File: config.mk
export PLATFORM = sky130hd
export DESIGN_NAME = int_to_ascii_formatter
export DESIGN_NICKNAME = d
export VERILOG_FILES = /design/src/rtl/ita_pkg.sv /design/src/rtl/ita_cell.sv /design/src/rtl/int_to_ascii_formatter.sv
export SDC_FILE = /design/constraint.sdc
export NUM_CORES = 1
export LEC_CHECK = 0
export ABC_AREA = 1
export BUFFER_PORTS_ARGS = -buffer_cell sky130_fd_sc_hd__buf_2
export CAP_MARGIN = 0
export CORE_MARGIN = 3
export CORE_UTILIZATION = 35
export DETAILED_ROUTE_END_ITERATION = 12
export HOLD_SLACK_MARGIN = 0.08
export MAX_ROUTING_LAYER = met4
export SYNTH_ARGS = -nofsm -noshare
export SYNTH_HDL_FRONTEND = slang
export SYNTH_HIERARCHICAL = 1
export SYNTH_SLANG_ARGS = --single-unit
File: constraint.sdc
create_clock -name clk -period 5.8 [get_ports clk]
set_clock_uncertainty 0.2 [all_clocks]
set_input_delay 0.58 -clock clk [delete_from_list [all_inputs] [get_ports clk]]
set_output_delay 0.58 -clock clk [all_outputs]
set_load 0.02 [all_outputs]
File: src/rtl/ita_pkg.sv
// Shared types, constants and the digit-to-ASCII function for the integer formatter.
// No dependencies.
package ita_pkg;

	localparam int NUM_CELLS  = 10;  // decimal digits of a 32-bit word
	localparam int HEX_CELLS  = 8;   // nibbles of a 32-bit word
	localparam int CONV_STEPS = 32;  // one double-dabble step per input bit

	localparam logic [1:0] MODE_SIGNED   = 2'd0;
	localparam logic [1:0] MODE_UNSIGNED = 2'd1;
	localparam logic [1:0] MODE_HEX      = 2'd2;

	localparam logic [7:0] CHAR_ZERO  = 8'h30;
	localparam logic [7:0] CHAR_UPPER = 8'h41;
	localparam logic [7:0] CHAR_MINUS = 8'h2D;
	localparam logic [7:0] DEC_BASE   = 8'd10;

	typedef enum logic [1:0] {
		CELL_HOLD   = 2'd0,
		CELL_LOAD   = 2'd1,
		CELL_DABBLE = 2'd2,
		CELL_MOVE   = 2'd3
	} cell_op_t;

	function automatic logic [7:0] digit_to_ascii(input logic [3:0] d);
		logic [7:0] d8;
		d8 = {4'b0000, d};
		if (d8 < DEC_BASE)
			return CHAR_ZERO + d8;
		return CHAR_UPPER + d8 - DEC_BASE;
	endfunction

endpackage

File: src/rtl/ita_cell.sv
// One digit cell of the conversion chain: double-dabble step, load, move up, or hold.
// Depends on ita_pkg.
module ita_cell (
	input  logic               clk,
	input  ita_pkg::cell_op_t  op,
	input  logic [3:0]         load_digit,
	input  logic               bit_in,
	input  logic [3:0]         digit_below,
	output logic               carry_out,
	output logic [3:0]         digit
);

	logic [3:0] digit_q;
	logic [3:0] adj;

	// add three before the shift so the digit stays decimal after doubling
	always_comb begin
		adj = (digit_q >= 4'd5) ? digit_q + 4'd3 : digit_q;
	end

	assign carry_out = adj[3];
	assign digit     = digit_q;

	always_ff @(posedge clk) begin
		unique case (op)
			ita_pkg::CELL_HOLD:   digit_q <= digit_q;
			ita_pkg::CELL_LOAD:   digit_q <= load_digit;
			ita_pkg::CELL_DABBLE: digit_q <= {adj[2:0], bit_in};
			ita_pkg::CELL_MOVE:   digit_q <= digit_below;
			default:              digit_q <= digit_q;
		endcase
	end

endmodule

File: src/rtl/int_to_ascii_formatter.sv
// In signed mode a negative value gives '-' first, sent while the digits are still being
// formed; decimal digits follow with leading zeros skipped; hex skips leading zeros too.
// A decimal item takes 32 dabble steps in the cell chain plus 10 digit shifts out of the
// top cell, a hex item 8 nibble shifts; a new item is taken only once busy has dropped.
// Reset clears the sequencer and the result strobe; digit cells are not reset.
// The receiver cannot stall: each character is shown for exactly one cycle.
module int_to_ascii_formatter (
	input  logic        clk,
	input  logic        arst_n,
	input  logic        start,
	output logic        busy,
	input  logic [1:0]  action,
	input  logic [31:0] value,
	output logic        valid,
	output logic [7:0]  character,
	output logic        last
);

	typedef enum logic [2:0] {
		S_IDLE = 3'b001,
		S_CONV = 3'b010,
		S_EMIT = 3'b100
	} state_t;

	state_t            state_q;
	logic [31:0]       mag_q;
	logic [4:0]        cnt_q;
	logic [3:0]        rem_q;
	logic              neg_q;
	logic              started_q;
	logic              valid_q;
	logic [7:0]        char_q;
	logic              last_q;

	ita_pkg::cell_op_t op;
	logic              accept;
	logic              is_hex;
	logic              is_neg;
	logic [31:0]       mag_in;
	logic [3:0]        top;
	logic              emit;

	logic [3:0] digit_w [ita_pkg::NUM_CELLS];
	logic       carry_w [ita_pkg::NUM_CELLS];

	assign busy   = (state_q != S_IDLE);
	assign accept = start && !busy;
	assign is_hex = action[1];
	assign is_neg = (action == ita_pkg::MODE_SIGNED) && value[31];
	assign mag_in = is_neg ? (32'd0 - value) : value;
	assign top    = digit_w[ita_pkg::NUM_CELLS-1];
	assign emit   = started_q || (top != 4'd0) || (rem_q == 4'd1);

	always_comb begin
		unique case (state_q)
			S_IDLE:  op = accept ? ita_pkg::CELL_LOAD : ita_pkg::CELL_HOLD;
			S_CONV:  op = ita_pkg::CELL_DABBLE;
			S_EMIT:  op = ita_pkg::CELL_MOVE;
			default: op = ita_pkg::CELL_HOLD;
		endcase
	end

	for (genvar i = 0; i < ita_pkg::NUM_CELLS; i++) begin : g_cell
		logic [3:0] load_d;
		logic       bin;
		logic [3:0] below;

		// hex nibbles sit in the top cells, most significant nibble at the top
		if (i >= ita_pkg::NUM_CELLS - ita_pkg::HEX_CELLS) begin : g_nib
			assign load_d = is_hex ?
				value[4*(i-(ita_pkg::NUM_CELLS-ita_pkg::HEX_CELLS)) +: 4] : 4'd0;
		end else begin : g_nonib
			assign load_d = 4'd0;
		end

		if (i == 0) begin : g_first
			assign bin   = mag_q[31];
			assign below = 4'd0;
		end else begin : g_rest
			assign bin   = carry_w[i-1];
			assign below = digit_w[i-1];
		end

		ita_cell u_cell (
			.clk        (clk),
			.op         (op),
			.load_digit (load_d),
			.bit_in     (bin),
			.digit_below(below),
			.carry_out  (carry_w[i]),
			.digit      (digit_w[i])
		);
	end

	always_ff @(posedge clk or negedge arst_n) begin
		if (!arst_n) begin
			state_q   <= S_IDLE;
			cnt_q     <= 5'd0;
			rem_q     <= 4'd0;
			neg_q     <= 1'b0;
			started_q <= 1'b0;
			valid_q   <= 1'b0;
		end else begin
			unique case (state_q)
				S_IDLE: begin
					valid_q <= 1'b0;
					if (accept) begin
						cnt_q     <= 5'd0;
						neg_q     <= is_neg;
						started_q <= 1'b0;
						if (is_hex) begin
							state_q <= S_EMIT;
							rem_q   <= 4'(ita_pkg::HEX_CELLS);
						end else begin
							state_q <= S_CONV;
						end
					end
				end
				S_CONV: begin
					// the sign goes out while the digits are still being formed
					valid_q <= neg_q;
					if (neg_q) begin
						neg_q <= 1'b0;
					end
					cnt_q <= cnt_q + 5'd1;
					if (cnt_q == 5'(ita_pkg::CONV_STEPS - 1)) begin
						state_q <= S_EMIT;
						rem_q   <= 4'(ita_pkg::NUM_CELLS);
					end
				end
				S_EMIT: begin
					rem_q   <= rem_q - 4'd1;
					valid_q <= emit;
					if (emit) begin
						started_q <= 1'b1;
					end
					if (rem_q == 4'd1) begin
						state_q <= S_IDLE;
					end
				end
				default: begin
					valid_q <= 1'b0;
					state_q <= S_IDLE;
				end
			endcase
		end
	end

	always_ff @(posedge clk) begin
		if (state_q == S_CONV) begin
			mag_q  <= {mag_q[30:0], 1'b0};
			char_q <= ita_pkg::CHAR_MINUS;
			last_q <= 1'b0;
		end else if (state_q == S_EMIT) begin
			char_q <= ita_pkg::digit_to_ascii(top);
			last_q <= (rem_q == 4'd1);
		end else if (accept) begin
			mag_q <= mag_in;
		end
	end

	assign valid     = valid_q;
	assign character = char_q;
	assign last      = last_q;

`ifndef SYNTHESIS
	a_last_gap: assert property (@(posedge clk) disable iff (!arst_n)
		valid && last |=> !valid)
		else $error("beat follows the final character directly");

	a_accept_busy: assert property (@(posedge clk) disable iff (!arst_n)
		start && !busy |=> busy)
		else $error("block not busy after accepting an item");

	a_mid_busy: assert property (@(posedge clk) disable iff (!arst_n)
		valid && !last |-> busy)
		else $error("non-final character while idle");

	a_rem_live: assert property (@(posedge clk) disable iff (!arst_n)
		!(state_q == S_EMIT && rem_q == 4'd0))
		else $error("emit phase with no positions left");
`endif

endmodule
# Yosys cells after proc, flatten, opt, wreduce, memory -nomap -nowiden
# Cells that the tools add are included.
# op_classes
n_lt_le_gt_ge	11
eq_ne	15
n_reduce_logical	19
add_sub_neg	16
mux	56
bitwise_logic	1
# op_table
cell	n
$mux 32	4
$pmux 4 s3	10
$mux 4	20
$ge 4x3->1 const B	10
$add 4x2->4 const B	9
$sub 1x32->32 const A	1
$mux 8	2
$mux 3	5
$ne 2x2->1 const B	6
$pmux 5 s2	1
$pmux 3 s3	1
$add 7x4->8 const A	1
$pmux 4 s2	1
$sub 8x4->8 const B	1
$add 6x4->7 const A	1
$mux 1	7
$pmux 1 s2	3
$pmux 2 s3	1
$reduce_and 2->1	3
$reduce_and 3->1	2
$reduce_bool 2->1	3
$add 5x1->5 const B	1
$eq 5x5->1 const B	1
$mux 5	1
19 further kinds	23
# totals
in_bits	37
output_inout_bits	11
reg_bits	96
elab_cells	138

# Depth between registers and ports, before layout
# Gate-level depths: netlist of run 1.
# depth
ltp_word	8
depth_mapped	12

# Cells and area by module
# Netlist of run 1, hierarchy kept.
# by_module_without_submodules
module	cells_each	n_inst	area_per_inst_um2	seq_area_each_um2
int_to_ascii_formatter	526	1	3634.7	1487.7
ita_cell	47	10	332.8	120.1

# Worst setup path after synthesis of run 1
# No wires, ideal clock.
# synth_timing
kind	flip-flop to flip-flop
from	register state_q[0]
to	register g_cell[0].u_cell.digit_q[3] (data pin)
path_stages_with_launch	9
period_less_slack_ns	2.573
path_slack_ns	3.227
arrival_time_ns	2.110
required_ns	5.337
cell_sequence	dfstp_2 nand3_1 nor2_1 inv_1 buf_2 nand2_1 nand2_1 o22ai_1 a21oi_1
# synth_via
elab_chain_len	8
# synth_lines
item	line	source
from (decl)	int_to_ascii_formatter.sv:25	state_t state_q;
from (signal assigned)	int_to_ascii_formatter.sv:97	state_q <= S_IDLE;
from (signal assigned)	int_to_ascii_formatter.sv:112	state_q <= S_EMIT;
from (signal assigned)	int_to_ascii_formatter.sv:115	state_q <= S_CONV;
$ne 3x1->1 *	int_to_ascii_formatter.sv:46	assign busy = (state_q != S_IDLE);
via busy	int_to_ascii_formatter.sv:11	output logic busy,
$logic_not 1->1 *	int_to_ascii_formatter.sv:47	assign accept = start && !busy;
$logic_and 1x1->1 *	int_to_ascii_formatter.sv:47	
$mux 1 *	int_to_ascii_formatter.sv:56	S_IDLE: op = accept ? ita_pkg::CELL_LOAD : ita_pkg::CELL_HOLD;
$pmux 2 s3 *	int_to_ascii_formatter.sv:55	unique case (state_q)
via op[0]	int_to_ascii_formatter.sv:35	ita_pkg::cell_op_t op;
$eq 2x1->1 or $eq 2x2->1 (tied branches)	ita_cell.sv:25	unique case (op)
$reduce_or 2->1 (no source line)	--	
$pmux 4 s2 *	ita_cell.sv:25	
to (signal assigned)	ita_cell.sv:26	ita_pkg::CELL_HOLD: digit_q <= digit_q;
to (signal assigned)	ita_cell.sv:27	ita_pkg::CELL_LOAD: digit_q <= load_digit;
to (signal assigned)	ita_cell.sv:28	ita_pkg::CELL_DABBLE: digit_q <= {adj[2:0], bit_in};
to (decl)	ita_cell.sv:13	logic [3:0] digit_q;
# The timed path passes the listed nets; every way through them passes the cells marked *.
# A chain may end at the register's enable or synchronous reset.

# Worst setup path in the final report of run 1
# layout_timing
from	register state_q[0]
to	register g_cell[2].u_cell.digit_q[3] (data pin)
# layout_via
elab_chain_len	7
# layout_lines
item	line
$ne 3x1->1	int_to_ascii_formatter.sv:46
$logic_not 1->1	int_to_ascii_formatter.sv:47
$logic_and 1x1->1	int_to_ascii_formatter.sv:47
$mux 1	int_to_ascii_formatter.sv:56
$pmux 2 s3 *	int_to_ascii_formatter.sv:55
via op[0]	int_to_ascii_formatter.sv:35
$eq 2x2->1 or $eq 2x1->1 (tied branches)	ita_cell.sv:25
$pmux 4 s3 *	ita_cell.sv:25
to (signal assigned)	ita_cell.sv:26
to (signal assigned)	ita_cell.sv:27
to (signal assigned)	ita_cell.sv:28
to (decl)	ita_cell.sv:13
# Marked as above.

==> impl_metrics.toml, run 1 <==
[min_path]
hp-start = "character[0]"
min_path_type = "reg -> reg"

[placement]
port_buffers = 46
placed_cell_area_um2 = 7450
place.gp.congestion = 0.847
hpwl_um = 12100

[yosys]
synth-warning-count = 6
syn_avg_cell_area_um2 = 7.00
postSynthCellCount = 991
synth_area_um2 = 6940

[pwr]
switching_power_uw = 1670
sw_frac_of_total = 0.443
combinationalPowerShare = 0.461
vdd_ir_drop_max_mv = 0.224
p_clk_frac = 0.168
p_per_area_nw_per_um2 = 486
p_seq_frac = 0.371
internal_power_uw = 2100
leakage_uw = 0.00387

[sta]
rsz0062_at_grt = "no"
post-route-period-util = 0.532
relSlewSlack = 0.337
max_slew.worst_pin.slew_ps = 990
whs_ps = 285
hold_violations = 0
setup_violations = 0
fmax_mhz = 324
fin_crit_ps = 3080
slew_violations = 0
tns_ps = 0

[global_route]
grt_pass1_wl_um = 27400
grt_max_degree = 46
gr-total-overflow = 0
antenna_found_initial = 0
grt_usage = 0.159
grt_pass1_vias = 5789

[floorplanning]
row_count = 50
io_pins = 48
die_h_um = 147
core_um2 = 19100
die-area_um2 = 21500
die_w_um = 147
start_util = 0.363

[setup_path]
crit_type = "reg -> reg"
crit_arrival_ps = 2990
rr_startpoint = "state_q[0]"
crit_required_ps = 5710
cpPeakStageDelay_ps = 530
startpoint_type = "register"
crit_family = "buffers and inverters"
critPathMaxFanout = 29
critPathLaunch = "state_q[0]"
crit_path_end_kind = "register"
path_cells = "nand3_1 > nor2_2 > buf_4 > inv_1 > nand2_1 > buf_4 > nand2_1 > o22ai_1 > a21oi_1"
critPathBufInv = 3
cpMaxStageDelayCell = "dfstp_2"

[job]
drv_cap = 0

[detailed_routing]
via_per_inst = 4.77
routed_wl_um = 16400
via_count = 6256
dr.first_iter.drc_count = 386
wire_per_inst_um = 12.5
post-route-drc-count = 0
ant_nets = 0
drt-pass1-iter-count = 5

[clock_network]
numClockSinks = 95
postCtsSetupRepairBufs = 0
clockRootBuffer = "clkbuf_16"
cts.path.max_buffers = 2
htree_levels = 3
cts-buffers-inserted = 9
clk_pin_slew_worst_paths_ps = 80
clk_latency_ps = 360
cts_tree = "yes"

[layout]
drive_above_1_share = 0.143
nFillCells = 2027
final_common_cell = "nand2_1"
seq_area_um2 = 2690
final_cell_mix = "nand2_1 (350), inv_1 (126), nand3_1 (88)"
area_growth_syn_to_layout_pct = 12.1
nets = 1111
multi_input_area_um2 = 3550
stdcell_area_um2 = 7770
antennaDiodeCount = 0

[status]
status = "finished clean"
## final timing paths
check	end	slack (ps)	depth (start not counted)
max	g_cell[2].u_cell/digit[3]	2720	9
max in group asynchronous	state_q[0]	4640	2
min in group asynchronous	rem_q[2]	460	2
max reg2reg	g_cell[2].u_cell/digit[3]	2720	9
min	character[0]	290	2
min reg2reg	character[0]	290	2
## flip-flops by register name (all words and copies together), names as in the netlist
name,cells
g_cell.u_cell/digit,40
mag_q,32
character,7
cnt_q,5
rem_q,4
state_q,3
last,1
neg_q,1
started_q,1
valid,1
## worst min-delay path, delay by kind of cell (launching register included)
kind / cells / cell delay [ps]
flops: 1 / 330
compound gates: 1 / 80
buf+inv: 1 / 40
## per-layer routing
metal  vias to the layer above  GRT usage  share of wire
met5                         -          -              0
met4                         0     0.0212         0.0076
met3                        10     0.0367          0.030
met2                        77      0.258           0.46
met1                      2855      0.210           0.50
li1                       3314          -              -
## power groups by stage
stage                     clock, µW  combinational, µW  sequential (µW)
after floorplan                   0               1340             1380
final                           634               1740             1400
after detailed placement          0               1740             1410
after CTS                       649               1750             1400
after global placement            0               1720             1420
after global routing            680               2020             1440
## what timing repair did
item                                    CTS  global route
hold buffers                              1             0
endpoints found under the setup margin    0             0
resized for setup                         0             0
hold endpoints to repair                 14             0
## stage by stage
step / total power, µW / util / worst slack, ps / cells
finish: 3770 / 0.407 / 2720 / 1312
detailed placement: 3150 / 0.391 / 2700 / 1295
CTS: 3800 / 0.407 / 2740 / 1312
global placement: 3130 / 0.391 / 2780 / 1295
global route: 4140 / 0.407 / 2460 / 1312
floorplan: 2720 / - / 3230 / 1003
## cell type report
cell class,count,area share
Clock buffer,9,0.0290
Tap cell,260,0.0419
Inverter,170,0.0824
Timing Repair Buffer,50,0.0338
Multi-Input combinational cell,721,0.456
Sequential cell,95,0.346
Clock inverter,7,0.0108
Power figures use the tool's default switching activity.
==> run 2, diff against run 1 <==
--- a/config.mk
+++ b/config.mk
@@ -5,7 +5,7 @@
 export SDC_FILE = /design/constraint.sdc
 export NUM_CORES = 1
 export LEC_CHECK = 0
-export ABC_AREA = 1
+export ABC_AREA = 0
 export BUFFER_PORTS_ARGS = -buffer_cell sky130_fd_sc_hd__buf_2
 export CAP_MARGIN = 0
 export CORE_MARGIN = 3
==> constraint.sdc (replaced) <==
create_clock -name clk -period 2.76 [get_ports clk]
set_clock_uncertainty 0.2 [all_clocks]
set_input_delay 0.276 -clock clk [delete_from_list [all_inputs] [get_ports clk]]
set_output_delay 0.276 -clock clk [all_outputs]
set_load 0.02 [all_outputs]
==> run 2 against run 1 <==
- final area is 5.6% lower
- non-clock buffer count is 12 higher
- flip-flop and latch count stayed put
- cell count is 22% lower
- critical path depth is 1 higher
- total power is 95% higher
- first-iteration DRC count is 5.7% higher
- core utilization is 0.15 points lower
- clock power is 97% higher
- register-to-register slack worse by 2100 ps
- global-route usage is 0.83 points lower
==> impl_metrics.toml, run 2 <==
[setup_path]
crit_required_ps = 2650
startpoint_type = "input port"
cpPeakStageDelay_ps = 530
cpMaxStageDelayCell = "dlygate4sd3_1"
crit_type = "in -> reg"
crit_path_end_kind = "register"
crit_arrival_ps = 2490
critPathMaxFanout = 5
crit_family = "buffers and inverters"
critPathBufInv = 4
path_cells = "dlygate4sd3_1 > buf_2 > inv_1 > ha_1 > nor4b_1 > buf_4 > nand4_1 > o31ai_1 > xor2_1 > o21ai_1"

[sta]
setup_ws_ps = 165
setup_violations = 0
max_slew.worst_pin.slew_ps = 802
rsz0062_at_grt = "no"
hold_violations = 0
slew_violations = 0
post-route-period-util = 0.940
fmax_mhz = 385
tns_ps = 0
relSlewSlack = 0.465
whs_ps = 144
fin_crit_ps = 2590

[placement]
place_inst = 998
port_buffers = 46
place.gp.congestion = 0.802
hpwl_um = 10100
pre_cts_slack_ps = 351

[global_route]
antenna_found_initial = 1
grt_usage = 0.151
gr-total-overflow = 0
grt_max_degree = 94
grt_pass1_vias = 4790
grt_pass1_wl_um = 24200

[pwr]
leakage_uw = 0.00289
sw_frac_of_total = 0.398
p_seq_frac = 0.393
switching_power_uw = 2920
p_per_area_nw_per_um2 = 1000
p_clk_frac = 0.171
internal_power_uw = 4420
vdd_ir_drop_max_mv = 0.383
combinationalPowerShare = 0.436

[layout]
final_core_util = 0.406
stdcell_count = 1017
largest_reg_flops = 40
nets = 846
drive_above_1_share = 0.164
area_growth_syn_to_layout_pct = 12.8
final_common_cell = "nand2_1"
final_cell_mix = "nand2_1 (87), edfxtp_1 (71), o21ai_0 (66)"

[yosys]
syn_avg_cell_area_um2 = 8.90
synth-warning-count = 6
synth_area_um2 = 6510
postSynthCellCount = 731

[detailed_routing]
drt-pass1-iter-count = 5
post-route-drc-count = 0
routed_wl_um = 14300
via_per_inst = 5.03
via_count = 5119
ant_nets = 0
dr.first_iter.drc_count = 408
wire_per_inst_um = 14.0

[clock_network]
clk_pin_slew_worst_paths_ps = 70
postCtsSetupRepairBufs = 0
clk_latency_ps = 350
numClockSinks = 95
cts.path.max_buffers = 2
cts_tree = "yes"
clockRootBuffer = "clkbuf_16"
cts-buffers-inserted = 9
htree_levels = 3

[min_path]
min_path_type = "in -> reg"

[job]
drv_cap = 0

[floorplanning]
core_um2 = 18100
start_util = 0.360
row_count = 49
die-area_um2 = 20300
die_w_um = 142
io_pins = 48
die_h_um = 142

[status]
status = "finished clean"
-- run 2: cell count changes in the layout (fill, tap and decap cells not counted), moves of 22 or more --
cell / before / now
and2_1: 1 / 36
inv_2: 43 / 0
nand4_1: 28 / 4
inv_1: 126 / 42
nand2_1: 350 / 87
nand3_1: 88 / 19
o21ai_0: 44 / 66
o21ai_1: 14 / 39
-- run 2: worst paths after layout --
kind,from,endpoint,slack [ps],cells after the start
max,value[0],mag_q[22],170,10
min,value[13],mag_q[13],140,3
max reg2reg,state_q[2],g_cell[0].u_cell/digit[1],610,7
min reg2reg,character[6],character[6],260,2
max in group asynchronous,arst_n,state_q[0],1880,2
min in group asynchronous,arst_n,started_q,170,2
-- run 2: final cells by class --
type | count | area, µm²
fillers | 1785 | 10700
multi-input cells | 572 | 3540
flip-flops and latches | 95 | 2690
repair buffers | 62 | 380
well taps | 229 | 287
clock buffers | 12 | 236
inverters | 42 | 158
clock inverters | 4 | 48.8
diodes | 1 | 2.50
-- run 2: what timing repair did --
action / 4_1_cts / 5_1_grt
hold buffers: 2 / 0
gates resized for setup: 0 / 0
endpoints found under the hold margin: 16 / 0
-- run 2: power by group through the flow --
stage                     registers [µW]  clock network (µW)  logic (µW)
after floorplan                     2830                   0        2510
after global placement              2910                   0        3180
after detailed placement            2910                   0        3240
after CTS                           2890                1290        3250
after global routing                2990                1330        3700
final                               2890                1250        3200
-- run 2: metrics by stage --
step	instance area (µm²)	power, µW
4_1_cts	7340	7430
6_report	7340	7340
2_1_floorplan	6560	5340
3_5_place_dp	7030	6150
5_1_grt	7340	8030
3_3_place_gp	7030	6090
-- run 2: per-layer routing --
metal / GRT usage / wire length, µm
met1: 0.209 / 7290
met2: 0.225 / 6230
met3: 0.0282 / 554
met4: 0.0445 / 180
met5: - / 0
-- run 2: tightest hold or removal path, delay by kind of cell --
kind	cells	cell delay [ps]
buffers and inverters	1	130
AOI/OAI and AO/OA	1	100
xor gates and xnor gates	1	80
